`config.mk`:
```
export PLATFORM = sky130hd
export DESIGN_NAME = night_dimming_scheduler_unit
export DESIGN_NICKNAME = d
export VERILOG_FILES = /design/src/rtl/nds_pkg.sv /design/src/rtl/night_dimming_scheduler_unit.sv /design/src/rtl/nds_div_step.sv /design/src/rtl/nds_seq.sv
export SDC_FILE = /design/constraint.sdc
export NUM_CORES = 2
export LEC_CHECK = 0
export BUFFER_PORTS_ARGS = -buffer_cell sky130_fd_sc_hd__buf_2
export CAP_MARGIN = 20
export CORE_UTILIZATION = 28
export CTS_BUF_LIST = sky130_fd_sc_hd__clkbuf_8 sky130_fd_sc_hd__clkbuf_16
export DETAILED_ROUTE_END_ITERATION = 6
export PLACE_DENSITY_LB_ADDON = 0.25
export RECOVER_POWER = 100
export REMOVE_ABC_BUFFERS = 1
export SYNTH_ARGS = -nofsm -noshare
export SYNTH_HDL_FRONTEND = slang
export SYNTH_SLANG_ARGS = --single-unit
```
`constraint.sdc`:
```
create_clock -name i_clk -period 8.4 [get_ports i_clk]
set_input_delay 2.52 -clock i_clk [delete_from_list [all_inputs] [get_ports i_clk]]
set_output_delay 2.52 -clock i_clk [all_outputs]
set_load 0.1 [all_outputs]
```
`src/rtl/nds_pkg.sv`:
```
// Package for the night dimming scheduler: shared constants, codes,
// payload and configuration structs, and the sequencer state type.
// No dependencies.
package nds_pkg;

    localparam int unsigned DAY_SECONDS = 86400;
    localparam int DIV_W = 17;
    localparam logic [DIV_W-1:0] DAY_C = DIV_W'(DAY_SECONDS);
    // a day is 675 * 2^7 seconds; floor(2^40 / 675) estimates the day count
    localparam int DAY_POW2 = 7;
    localparam logic [30:0] DAY_RECIP = 31'd1628906115;
    localparam logic [16:0] FULL_LEVEL = 17'h10000;
    localparam int CNT_W = 5;
    localparam int FADE_STEPS = 16;
    localparam int CFG_AW = 3;
    localparam int CFG_DW = 17;

    typedef enum logic [CFG_AW-1:0] {
        CFG_MODE,
        CFG_START,
        CFG_END,
        CFG_FADE,
        CFG_DAY_BRT,
        CFG_NIGHT_BRT
    } t_cfg_idx;

    typedef struct packed {
        logic [31:0] now_seconds;
        logic        time_valid;
        logic        force_recompute;
    } t_in_item;

    typedef struct packed {
        logic        night_active;
        logic [16:0] fade_level;
        logic [15:0] output_brightness;
    } t_out_item;

    typedef struct packed {
        logic        mode_enabled;
        logic [16:0] night_start_offset;
        logic [16:0] night_end_offset;
        logic [16:0] fade_interval;
        logic [15:0] day_brightness;
        logic [15:0] night_brightness;
    } t_cfg;

    typedef struct packed {
        logic in_ready;
        logic res_valid;
    } t_seq_ctl;

    typedef enum logic [3:0] {
        S_IDLE,
        S_MOD,
        S_DAY,
        S_DFIX,
        S_TAIL,
        S_WRAP,
        S_WIN,
        S_WIN2,
        S_EVAL,
        S_FADE,
        S_RAMP,
        S_DIV,
        S_MUL,
        S_MIX,
        S_DONE
    } t_state;

endpackage

```
`src/rtl/night_dimming_scheduler_unit.sv`:
```
// Night dimming scheduler top level: configuration registers, output register.
// Depends on nds_pkg and nds_seq.
//
// One tick in, one result out. A tick is shortest when the block is
// disabled or time is invalid, longer inside the fade ramp, and longest
// when the window is derived: the day start comes from a reciprocal
// multiply with one correction step, and the 16-step fade quotient runs
// one bit a cycle through a single shared restoring-division
// step; the input is not ready while a tick is in work, and a finished tick
// waits further while the output register still holds an unread result.
// Results sit in an output register, so the next tick is taken while one
// still waits. Configuration writes land at once and must come while idle;
// they do not mark the window stale, so send a tick with force_recompute.
module night_dimming_scheduler_unit
    import nds_pkg::*;
(
    input  logic              i_clk,
    input  logic              i_rst_n,
    input  logic              i_cfg_we,
    input  logic [CFG_AW-1:0] i_cfg_addr,
    input  logic [CFG_DW-1:0] i_cfg_wdata,
    input  logic              i_in_valid,
    output logic              o_in_ready,
    input  t_in_item          i_in_data,
    output logic              o_out_valid,
    input  logic              i_out_ready,
    output t_out_item         o_out_data
);

    t_cfg      r_cfg;
    logic      r_out_valid;
    t_out_item r_out_data;
    t_seq_ctl  seq_ctl;
    t_out_item seq_res;
    logic      out_free;

    assign out_free = !r_out_valid || i_out_ready;

    always_ff @(posedge i_clk) begin
        if (!i_rst_n) begin
            r_cfg <= '0;
        end else if (i_cfg_we) begin
            case (t_cfg_idx'(i_cfg_addr))
                CFG_MODE:      r_cfg.mode_enabled       <= i_cfg_wdata[0];
                CFG_START:     r_cfg.night_start_offset <= i_cfg_wdata;
                CFG_END:       r_cfg.night_end_offset   <= i_cfg_wdata;
                CFG_FADE:      r_cfg.fade_interval      <= i_cfg_wdata;
                CFG_DAY_BRT:   r_cfg.day_brightness     <= i_cfg_wdata[15:0];
                CFG_NIGHT_BRT: r_cfg.night_brightness   <= i_cfg_wdata[15:0];
                default: begin
                end
            endcase
        end
    end

    nds_seq u_seq (
        .i_clk      (i_clk),
        .i_rst_n    (i_rst_n),
        .i_cfg      (r_cfg),
        .i_in_valid (i_in_valid),
        .i_in_data  (i_in_data),
        .i_out_free (out_free),
        .o_ctl      (seq_ctl),
        .o_res      (seq_res)
    );

    always_ff @(posedge i_clk) begin
        if (!i_rst_n) begin
            r_out_valid <= 1'b0;
        end else if (seq_ctl.res_valid && out_free) begin
            r_out_valid <= 1'b1;
        end else if (i_out_ready) begin
            r_out_valid <= 1'b0;
        end
    end

    // load a finished transaction only when the slot is free
    always_ff @(posedge i_clk) begin
        if (seq_ctl.res_valid && out_free) begin
            r_out_data <= seq_res;
        end
    end

    assign o_in_ready  = seq_ctl.in_ready;
    assign o_out_valid = r_out_valid;
    assign o_out_data  = r_out_data;

endmodule

```
`src/rtl/nds_div_step.sv`:
```
// One restoring-division step, used over and over for the fade quotient.
// Depends on nds_pkg.
module nds_div_step
    import nds_pkg::*;
(
    input  logic [DIV_W-1:0] i_rem,
    input  logic             i_bit,
    input  logic [DIV_W-1:0] i_divisor,
    output logic             o_ge,
    output logic [DIV_W-1:0] o_rem
);

    logic [DIV_W:0] trial;
    logic [DIV_W:0] diff;

    always_comb begin
        trial = {i_rem, i_bit};
        diff  = trial - {1'b0, i_divisor};
        o_ge  = trial >= {1'b0, i_divisor};
        // remainder stays below the divisor, so the top bit drops
        o_rem = o_ge ? diff[DIV_W-1:0] : trial[DIV_W-1:0];
    end

endmodule

```
`src/rtl/nds_seq.sv`:
```
// Sequencer and datapath: window derivation, fade ramp and brightness blend.
// Depends on nds_pkg and nds_div_step.
module nds_seq
    import nds_pkg::*;
(
    input  logic      i_clk,
    input  logic      i_rst_n,
    input  t_cfg      i_cfg,
    input  logic      i_in_valid,
    input  t_in_item  i_in_data,
    input  logic      i_out_free,
    output t_seq_ctl  o_ctl,
    output t_out_item o_res
);

    t_state r_state, n_state;
    logic   r_stale, n_stale;
    logic   r_in_night, n_in_night;
    logic [31:0] r_fis, n_fis;
    logic [31:0] r_fns, n_fns;
    logic [31:0] r_fne, n_fne;
    logic [31:0] r_foe, n_foe;
    logic [16:0] r_fade, n_fade;
    logic   r_post, n_post;
    logic   r_derived, n_derived;

    logic [31:0] r_now, n_now;
    logic [15:0] r_qday, n_qday;
    logic [DIV_W-1:0] r_rem, n_rem;
    logic [CNT_W-1:0] r_cnt, n_cnt;
    logic [FADE_STEPS-1:0] r_q, n_q;
    logic [31:0] r_day, n_day;
    logic [31:0] r_tail, n_tail;
    logic [31:0] r_span, n_span;
    logic signed [34:0] r_prod, n_prod;
    logic [15:0] r_mix, n_mix;

    logic [DIV_W-1:0] du_rem;
    logic             du_bit;
    logic [DIV_W-1:0] du_div;
    logic             du_ge;
    logic [DIV_W-1:0] du_rem_out;

    logic [16:0] start_c;
    logic [16:0] end_c;
    logic signed [16:0] brt_diff;
    logic signed [17:0] lvl;
    logic signed [34:0] prod_full;
    logic signed [34:0] prod_sh;
    logic [17:0] mix_sum;
    logic [55:0] recip_prod;

    nds_div_step u_div_step (
        .i_rem     (du_rem),
        .i_bit     (du_bit),
        .i_divisor (du_div),
        .o_ge      (du_ge),
        .o_rem     (du_rem_out)
    );

    always_comb begin
        du_rem = r_rem;
        du_bit = 1'b0;
        du_div = i_cfg.fade_interval;
    end

    always_comb begin
        start_c = (i_cfg.night_start_offset < DAY_C) ? i_cfg.night_start_offset : DAY_C;
        end_c   = (i_cfg.night_end_offset < DAY_C) ? i_cfg.night_end_offset : DAY_C;
        brt_diff = $signed({1'b0, i_cfg.night_brightness}) - $signed({1'b0, i_cfg.day_brightness});
        lvl      = $signed({1'b0, r_fade});
        prod_full = 35'(brt_diff) * 35'(lvl);
        prod_sh   = r_prod >>> 16;
        mix_sum   = {2'b00, i_cfg.day_brightness} + prod_sh[17:0];
        // day count estimate, low by at most one
        recip_prod = 56'(r_now[31:DAY_POW2]) * 56'(DAY_RECIP);
    end

    always_ff @(posedge i_clk) begin
        if (!i_rst_n) begin
            r_state    <= S_IDLE;
            r_stale    <= 1'b1;
            r_in_night <= 1'b0;
            r_fis      <= '0;
            r_fns      <= '0;
            r_fne      <= '0;
            r_foe      <= '0;
            r_fade     <= '0;
            r_post     <= 1'b0;
            r_derived  <= 1'b0;
        end else begin
            r_state    <= n_state;
            r_stale    <= n_stale;
            r_in_night <= n_in_night;
            r_fis      <= n_fis;
            r_fns      <= n_fns;
            r_fne      <= n_fne;
            r_foe      <= n_foe;
            r_fade     <= n_fade;
            r_post     <= n_post;
            r_derived  <= n_derived;
        end
    end

    always_ff @(posedge i_clk) begin
        r_now  <= n_now;
        r_qday <= n_qday;
        r_rem  <= n_rem;
        r_cnt  <= n_cnt;
        r_q    <= n_q;
        r_day  <= n_day;
        r_tail <= n_tail;
        r_span <= n_span;
        r_prod <= n_prod;
        r_mix  <= n_mix;
    end

    always_comb begin
        n_state    = r_state;
        n_stale    = r_stale;
        n_in_night = r_in_night;
        n_fis      = r_fis;
        n_fns      = r_fns;
        n_fne      = r_fne;
        n_foe      = r_foe;
        n_fade     = r_fade;
        n_post     = r_post;
        n_derived  = r_derived;
        n_now      = r_now;
        n_qday     = r_qday;
        n_rem      = r_rem;
        n_cnt      = r_cnt;
        n_q        = r_q;
        n_day      = r_day;
        n_tail     = r_tail;
        n_span     = r_span;
        n_prod     = r_prod;
        n_mix      = r_mix;
        o_ctl.in_ready  = 1'b0;
        o_ctl.res_valid = 1'b0;

        case (r_state)
            S_IDLE: begin
                o_ctl.in_ready = 1'b1;
                if (i_in_valid) begin
                    n_now     = i_in_data.now_seconds;
                    n_derived = 1'b0;
                    n_post    = 1'b0;
                    if (i_cfg.mode_enabled && i_in_data.time_valid) begin
                        if (r_stale || i_in_data.force_recompute) begin
                            n_stale = 1'b1;
                            n_state = S_MOD;
                        end else begin
                            n_state = S_EVAL;
                        end
                    end else begin
                        // frozen: report the held state
                        n_state = S_MUL;
                    end
                end
            end
            S_MOD: begin
                n_qday  = recip_prod[55:40];
                n_state = S_DAY;
            end
            S_DAY: begin
                n_day   = 32'(r_qday) * DAY_SECONDS;
                n_state = S_DFIX;
            end
            S_DFIX: begin
                // estimate one day short: advance to the true day start
                if ((r_now - r_day) >= DAY_SECONDS) begin
                    n_day = r_day + {{(32-DIV_W){1'b0}}, DAY_C};
                end
                n_state = S_TAIL;
            end
            S_TAIL: begin
                n_tail  = r_day + {15'b0, end_c} + {15'b0, i_cfg.fade_interval};
                n_state = S_WRAP;
            end
            S_WRAP: begin
                // past the fade-out end: move to the next day
                if (r_now > r_tail) begin
                    n_day  = r_day + {{(32-DIV_W){1'b0}}, DAY_C};
                    n_tail = r_tail + {{(32-DIV_W){1'b0}}, DAY_C};
                end
                n_state = S_WIN;
            end
            S_WIN: begin
                n_fns = r_day + {15'b0, start_c}
                        - ((start_c > end_c) ? {{(32-DIV_W){1'b0}}, DAY_C} : 32'd0);
                n_foe = r_tail;
                n_fne = r_tail - {15'b0, i_cfg.fade_interval};
                n_state = S_WIN2;
            end
            S_WIN2: begin
                n_fis     = r_fns - {15'b0, i_cfg.fade_interval};
                n_stale   = 1'b0;
                n_derived = 1'b1;
                n_state   = r_post ? S_MUL : S_EVAL;
            end
            S_EVAL: begin
                n_in_night = (r_now >= r_fis) && (r_now <= r_foe);
                if ((r_now >= r_fis) && (r_now <= r_foe)) begin
                    n_state = S_FADE;
                end else if ((r_now > r_fis) && !r_derived) begin
                    n_post  = 1'b1;
                    n_state = S_MOD;
                end else begin
                    n_state = S_MUL;
                end
            end
            S_FADE: begin
                if (r_now < r_fns) begin
                    n_span  = r_now - r_fis;
                    n_state = S_RAMP;
                end else if (r_now < r_fne) begin
                    n_fade  = FULL_LEVEL;
                    n_state = S_MUL;
                end else if (r_now < r_foe) begin
                    n_span  = r_foe - r_now;
                    n_state = S_RAMP;
                end else begin
                    n_fade  = '0;
                    n_state = S_MUL;
                end
            end
            S_RAMP: begin
                // zero interval or overrun saturates at full night
                if ((i_cfg.fade_interval == '0) ||
                    (r_span >= {15'b0, i_cfg.fade_interval})) begin
                    n_fade  = FULL_LEVEL;
                    n_state = S_MUL;
                end else begin
                    n_rem   = r_span[DIV_W-1:0];
                    n_cnt   = '0;
                    n_q     = '0;
                    n_state = S_DIV;
                end
            end
            S_DIV: begin
                n_rem = du_rem_out;
                n_q   = {r_q[FADE_STEPS-2:0], du_ge};
                n_cnt = r_cnt + 1'b1;
                if (r_cnt == CNT_W'(FADE_STEPS - 1)) begin
                    n_fade  = {1'b0, r_q[FADE_STEPS-2:0], du_ge};
                    n_state = S_MUL;
                end
            end
            S_MUL: begin
                n_prod  = prod_full;
                n_state = S_MIX;
            end
            S_MIX: begin
                n_mix   = r_in_night ? mix_sum[15:0] : 16'd0;
                n_state = S_DONE;
            end
            S_DONE: begin
                o_ctl.res_valid = 1'b1;
                if (i_out_free) begin
                    n_state = S_IDLE;
                end
            end
            default: begin
                n_state = S_IDLE;
            end
        endcase
    end

    always_comb begin
        o_res.night_active      = r_in_night;
        o_res.fade_level        = r_fade;
        o_res.output_brightness = r_mix;
    end

endmodule

```
==> metrics.txt <==
clk sinks 478; Yosys reg bits 478; RePlAce Congestion 0.920; register area 0.0120 mm²; multi-input logic area 0.0382 mm²; DR WL/cell 19.6 µm; vias in the first global route 42922; run status complete, but fails checks; Final WS setup 0.326 ns; Startpoint Class register; average size of a mapped cell 8.91 µm²; Most common cell on crit path fa_1; P&R area growth vs syn 11.5%; share of post-route cells with drive strength above 1 5.41%; Crit-path slowest cell fa_1; worst-case clock skew ~0.040 ns; largest net degree at the start of global routing 80; final non-filler cell total 8834; CP arrival around 8.5 ns; maxcap violations 14; Initial Utilization 28.2%; full die area 0.196 mm²; worst slack, placed -0.114 ns; Tmin final 8.07 ns; DRT antenna net count 0; drt drc 0; I/O Pins 95; sequential fraction of the synthesis area approximately 22%; clk_lat worst skew ~0.71 ns; Post-Syn Instances 6105; fin crit share between 90% and 100%; Cells on Worst Hold Path 0; Hold Crit Class register to register; Final nets roughly 7600; die width 443 µm; failing checks capacitance limit, slew limit; worst-case clock buffer depth 3; count of flip-flops with a built-in enable after synthesis 240; CTS tree yes; Cells after DPL approximately 8700; top_reg_cell synth edfxtp_1; Die Y 443 µm; initial antenna violation count 6; H-tree depth 2; Root Driver clkbuf_16; Synth Cell Area 0.0544 mm²; Detailed Route WL 173000 µm; CTS Buf Count between 60 and 70; num rows roughly 160; Final Hold Viols 0; fmax 0.124 GHz; iteration count of the initial detailed-routing pass 6; DP HPWL 142000 µm; # setup viols final 0; global-route wire length before repair 265000 µm; Core ar. 0.193 mm²; WP data required 8.82 ns; overall routing resource usage 17.6%; Final Slew Violations about 530; cts hold-fix bufs 0; CP Class register to register; via density per instance just under 5; Slew Limit Headroom -107%; share of synthesized flip-flops with an asynchronous set or reset 0%; Least-Margin Pin Slew 3.09 ns; iteration-0 DRC count of the detailed router 2723; vias post-DR about 43000; RSZ-0062 raised after global routing yes; Critical Path Fanout Max 2; CP Capture Type register; Synth Warn # 0; gr ovfl total 0; FILL cells 20223; port bufs 94; Worst-path clk slew ~0.060 ns; commonest non-fill, non-tap cells in the layout inv_1 (1001), ha_1 (860), nand2_1 (736), fa_1 (468), a21oi_1 (428); most common cell after layout, fill and taps aside inv_1; worst r2r path cells 34; CP max stage delay between 0.5 and 0.6 ns; Yosys cell types 91
-- registers in the layout (all words and copies together), names as in the netlist, 25 cells and up --
register / flops
u_seq.r_fns: 32
u_seq.r_foe: 32
u_seq.r_span: 32
u_seq.r_fne: 32
u_seq.r_now: 32
o_out_data: 34
u_seq.r_tail: 32
r_cfg: 84
u_seq.r_day: 25
u_seq.r_fis: 32
-- per-layer routing --
layer  track usage, %  vias to the layer above  part of all wire, %
met3             2.96                      196                  5.3
met1             24.9                    20921                   48
met5                0                        -               0.0075
met2             27.7                      898                   44
li1                 -                    20771                    -
met4             4.36                        2                  2.7
-- synth_stat cells (45+ instances only) --
cell	count	area [µm²]
nand2b_1	45	282
xnor2_1	214	1870
o21ai_0	206	1030
dfxtp_1	238	4760
edfxtp_1	240	7210
nor2b_1	92	576
mux2i_1	46	460
clkbuf_1	153	574
ha_1	860	10800
nand4_1	55	344
o21a_1	59	443
a21o_1	145	1090
fa_1	470	9410
nor2_1	270	1010
inv_1	992	3720
nor3_1	103	515
nand3_1	94	470
and2_1	116	726
and3_1	45	282
a21oi_1	430	2150
nand2_1	738	2770
xor2_1	76	666
-- area by class of cell --
cell class              count  share of cell area [%]
flip-flops and latches    478                    19.7
clock buffers              67                    2.67
repair buffers            251                    2.46
clock inverters            48                   0.757
inverters                 994                    6.16
well taps                2526                    5.21
diodes                      2                 0.00825
multi-input cells        4468                    63.0
-- worst max-delay path: cells and delay by family (launching register included) --
family | cells | cell delay (ns)
adder cells (fa/ha/maj) | 8 | 3.52
AO/OA/AOI/OAI | 13 | 2.38
XOR/XNOR | 3 | 0.56
buffers and inverters | 6 | 0.52
AND/OR/NAND/NOR | 4 | 0.51
flip-flops | 1 | 0.33
-- metrics by stage --
step	TNS, ns	cell area [µm²]	hold slack (ns)	utilization, %
detailed placement	-0.114	58600	0.406	30.4
CTS	0	60800	0.415	31.5
global placement	-0.0661	58600	0.405	30.4
global route	-0.103	60700	0.427	31.5
floorplan	-0.0524	53800	0.400	-
finish	0	60700	0.418	31.5
-- path summary, 6_finish.rpt --
| check | startpoint | to | slack [ns] |
|---|---|---|---|
| worst max register to register | r_cfg[17] | u_seq.r_prod[31] | 0.33 |
| worst max-delay path | r_cfg[17] | u_seq.r_prod[31] | 0.33 |
| worst min register to register | u_seq.r_mix[10] | o_out_data[10] | 0.42 |
| worst min-delay path | u_seq.r_mix[10] | o_out_data[10] | 0.42 |
-- repair_timing --
action	CTS	global route
cloned	0	0
endpoints found under the hold margin	0	0
setup endpoints to repair	2	5
pin swaps	5	12
gates resized for setup	4	22
setup buffers	1	0
-- kinds of logic (layout without fill, tap and decap cells) --
group | after synthesis | in the layout | synth area share, %
AND/OR/NAND/NOR | 1673 | 1673 | 14.3
multiplexers | 50 | 50 | 0.929
AO/OA/AOI/OAI | 1124 | 1124 | 12.9
flip-flops | 478 | 478 | 22.0
adder cells (fa/ha/maj) | 1330 | 1330 | 37.1
XOR/XNOR | 291 | 291 | 4.71
buffers and inverters | 1159 | 1360 | 8.03
other | 0 | 2 | 0
Power is not shown: default switching activity piles up to over one toggle a cycle in this logic, so the estimate is an artifact.
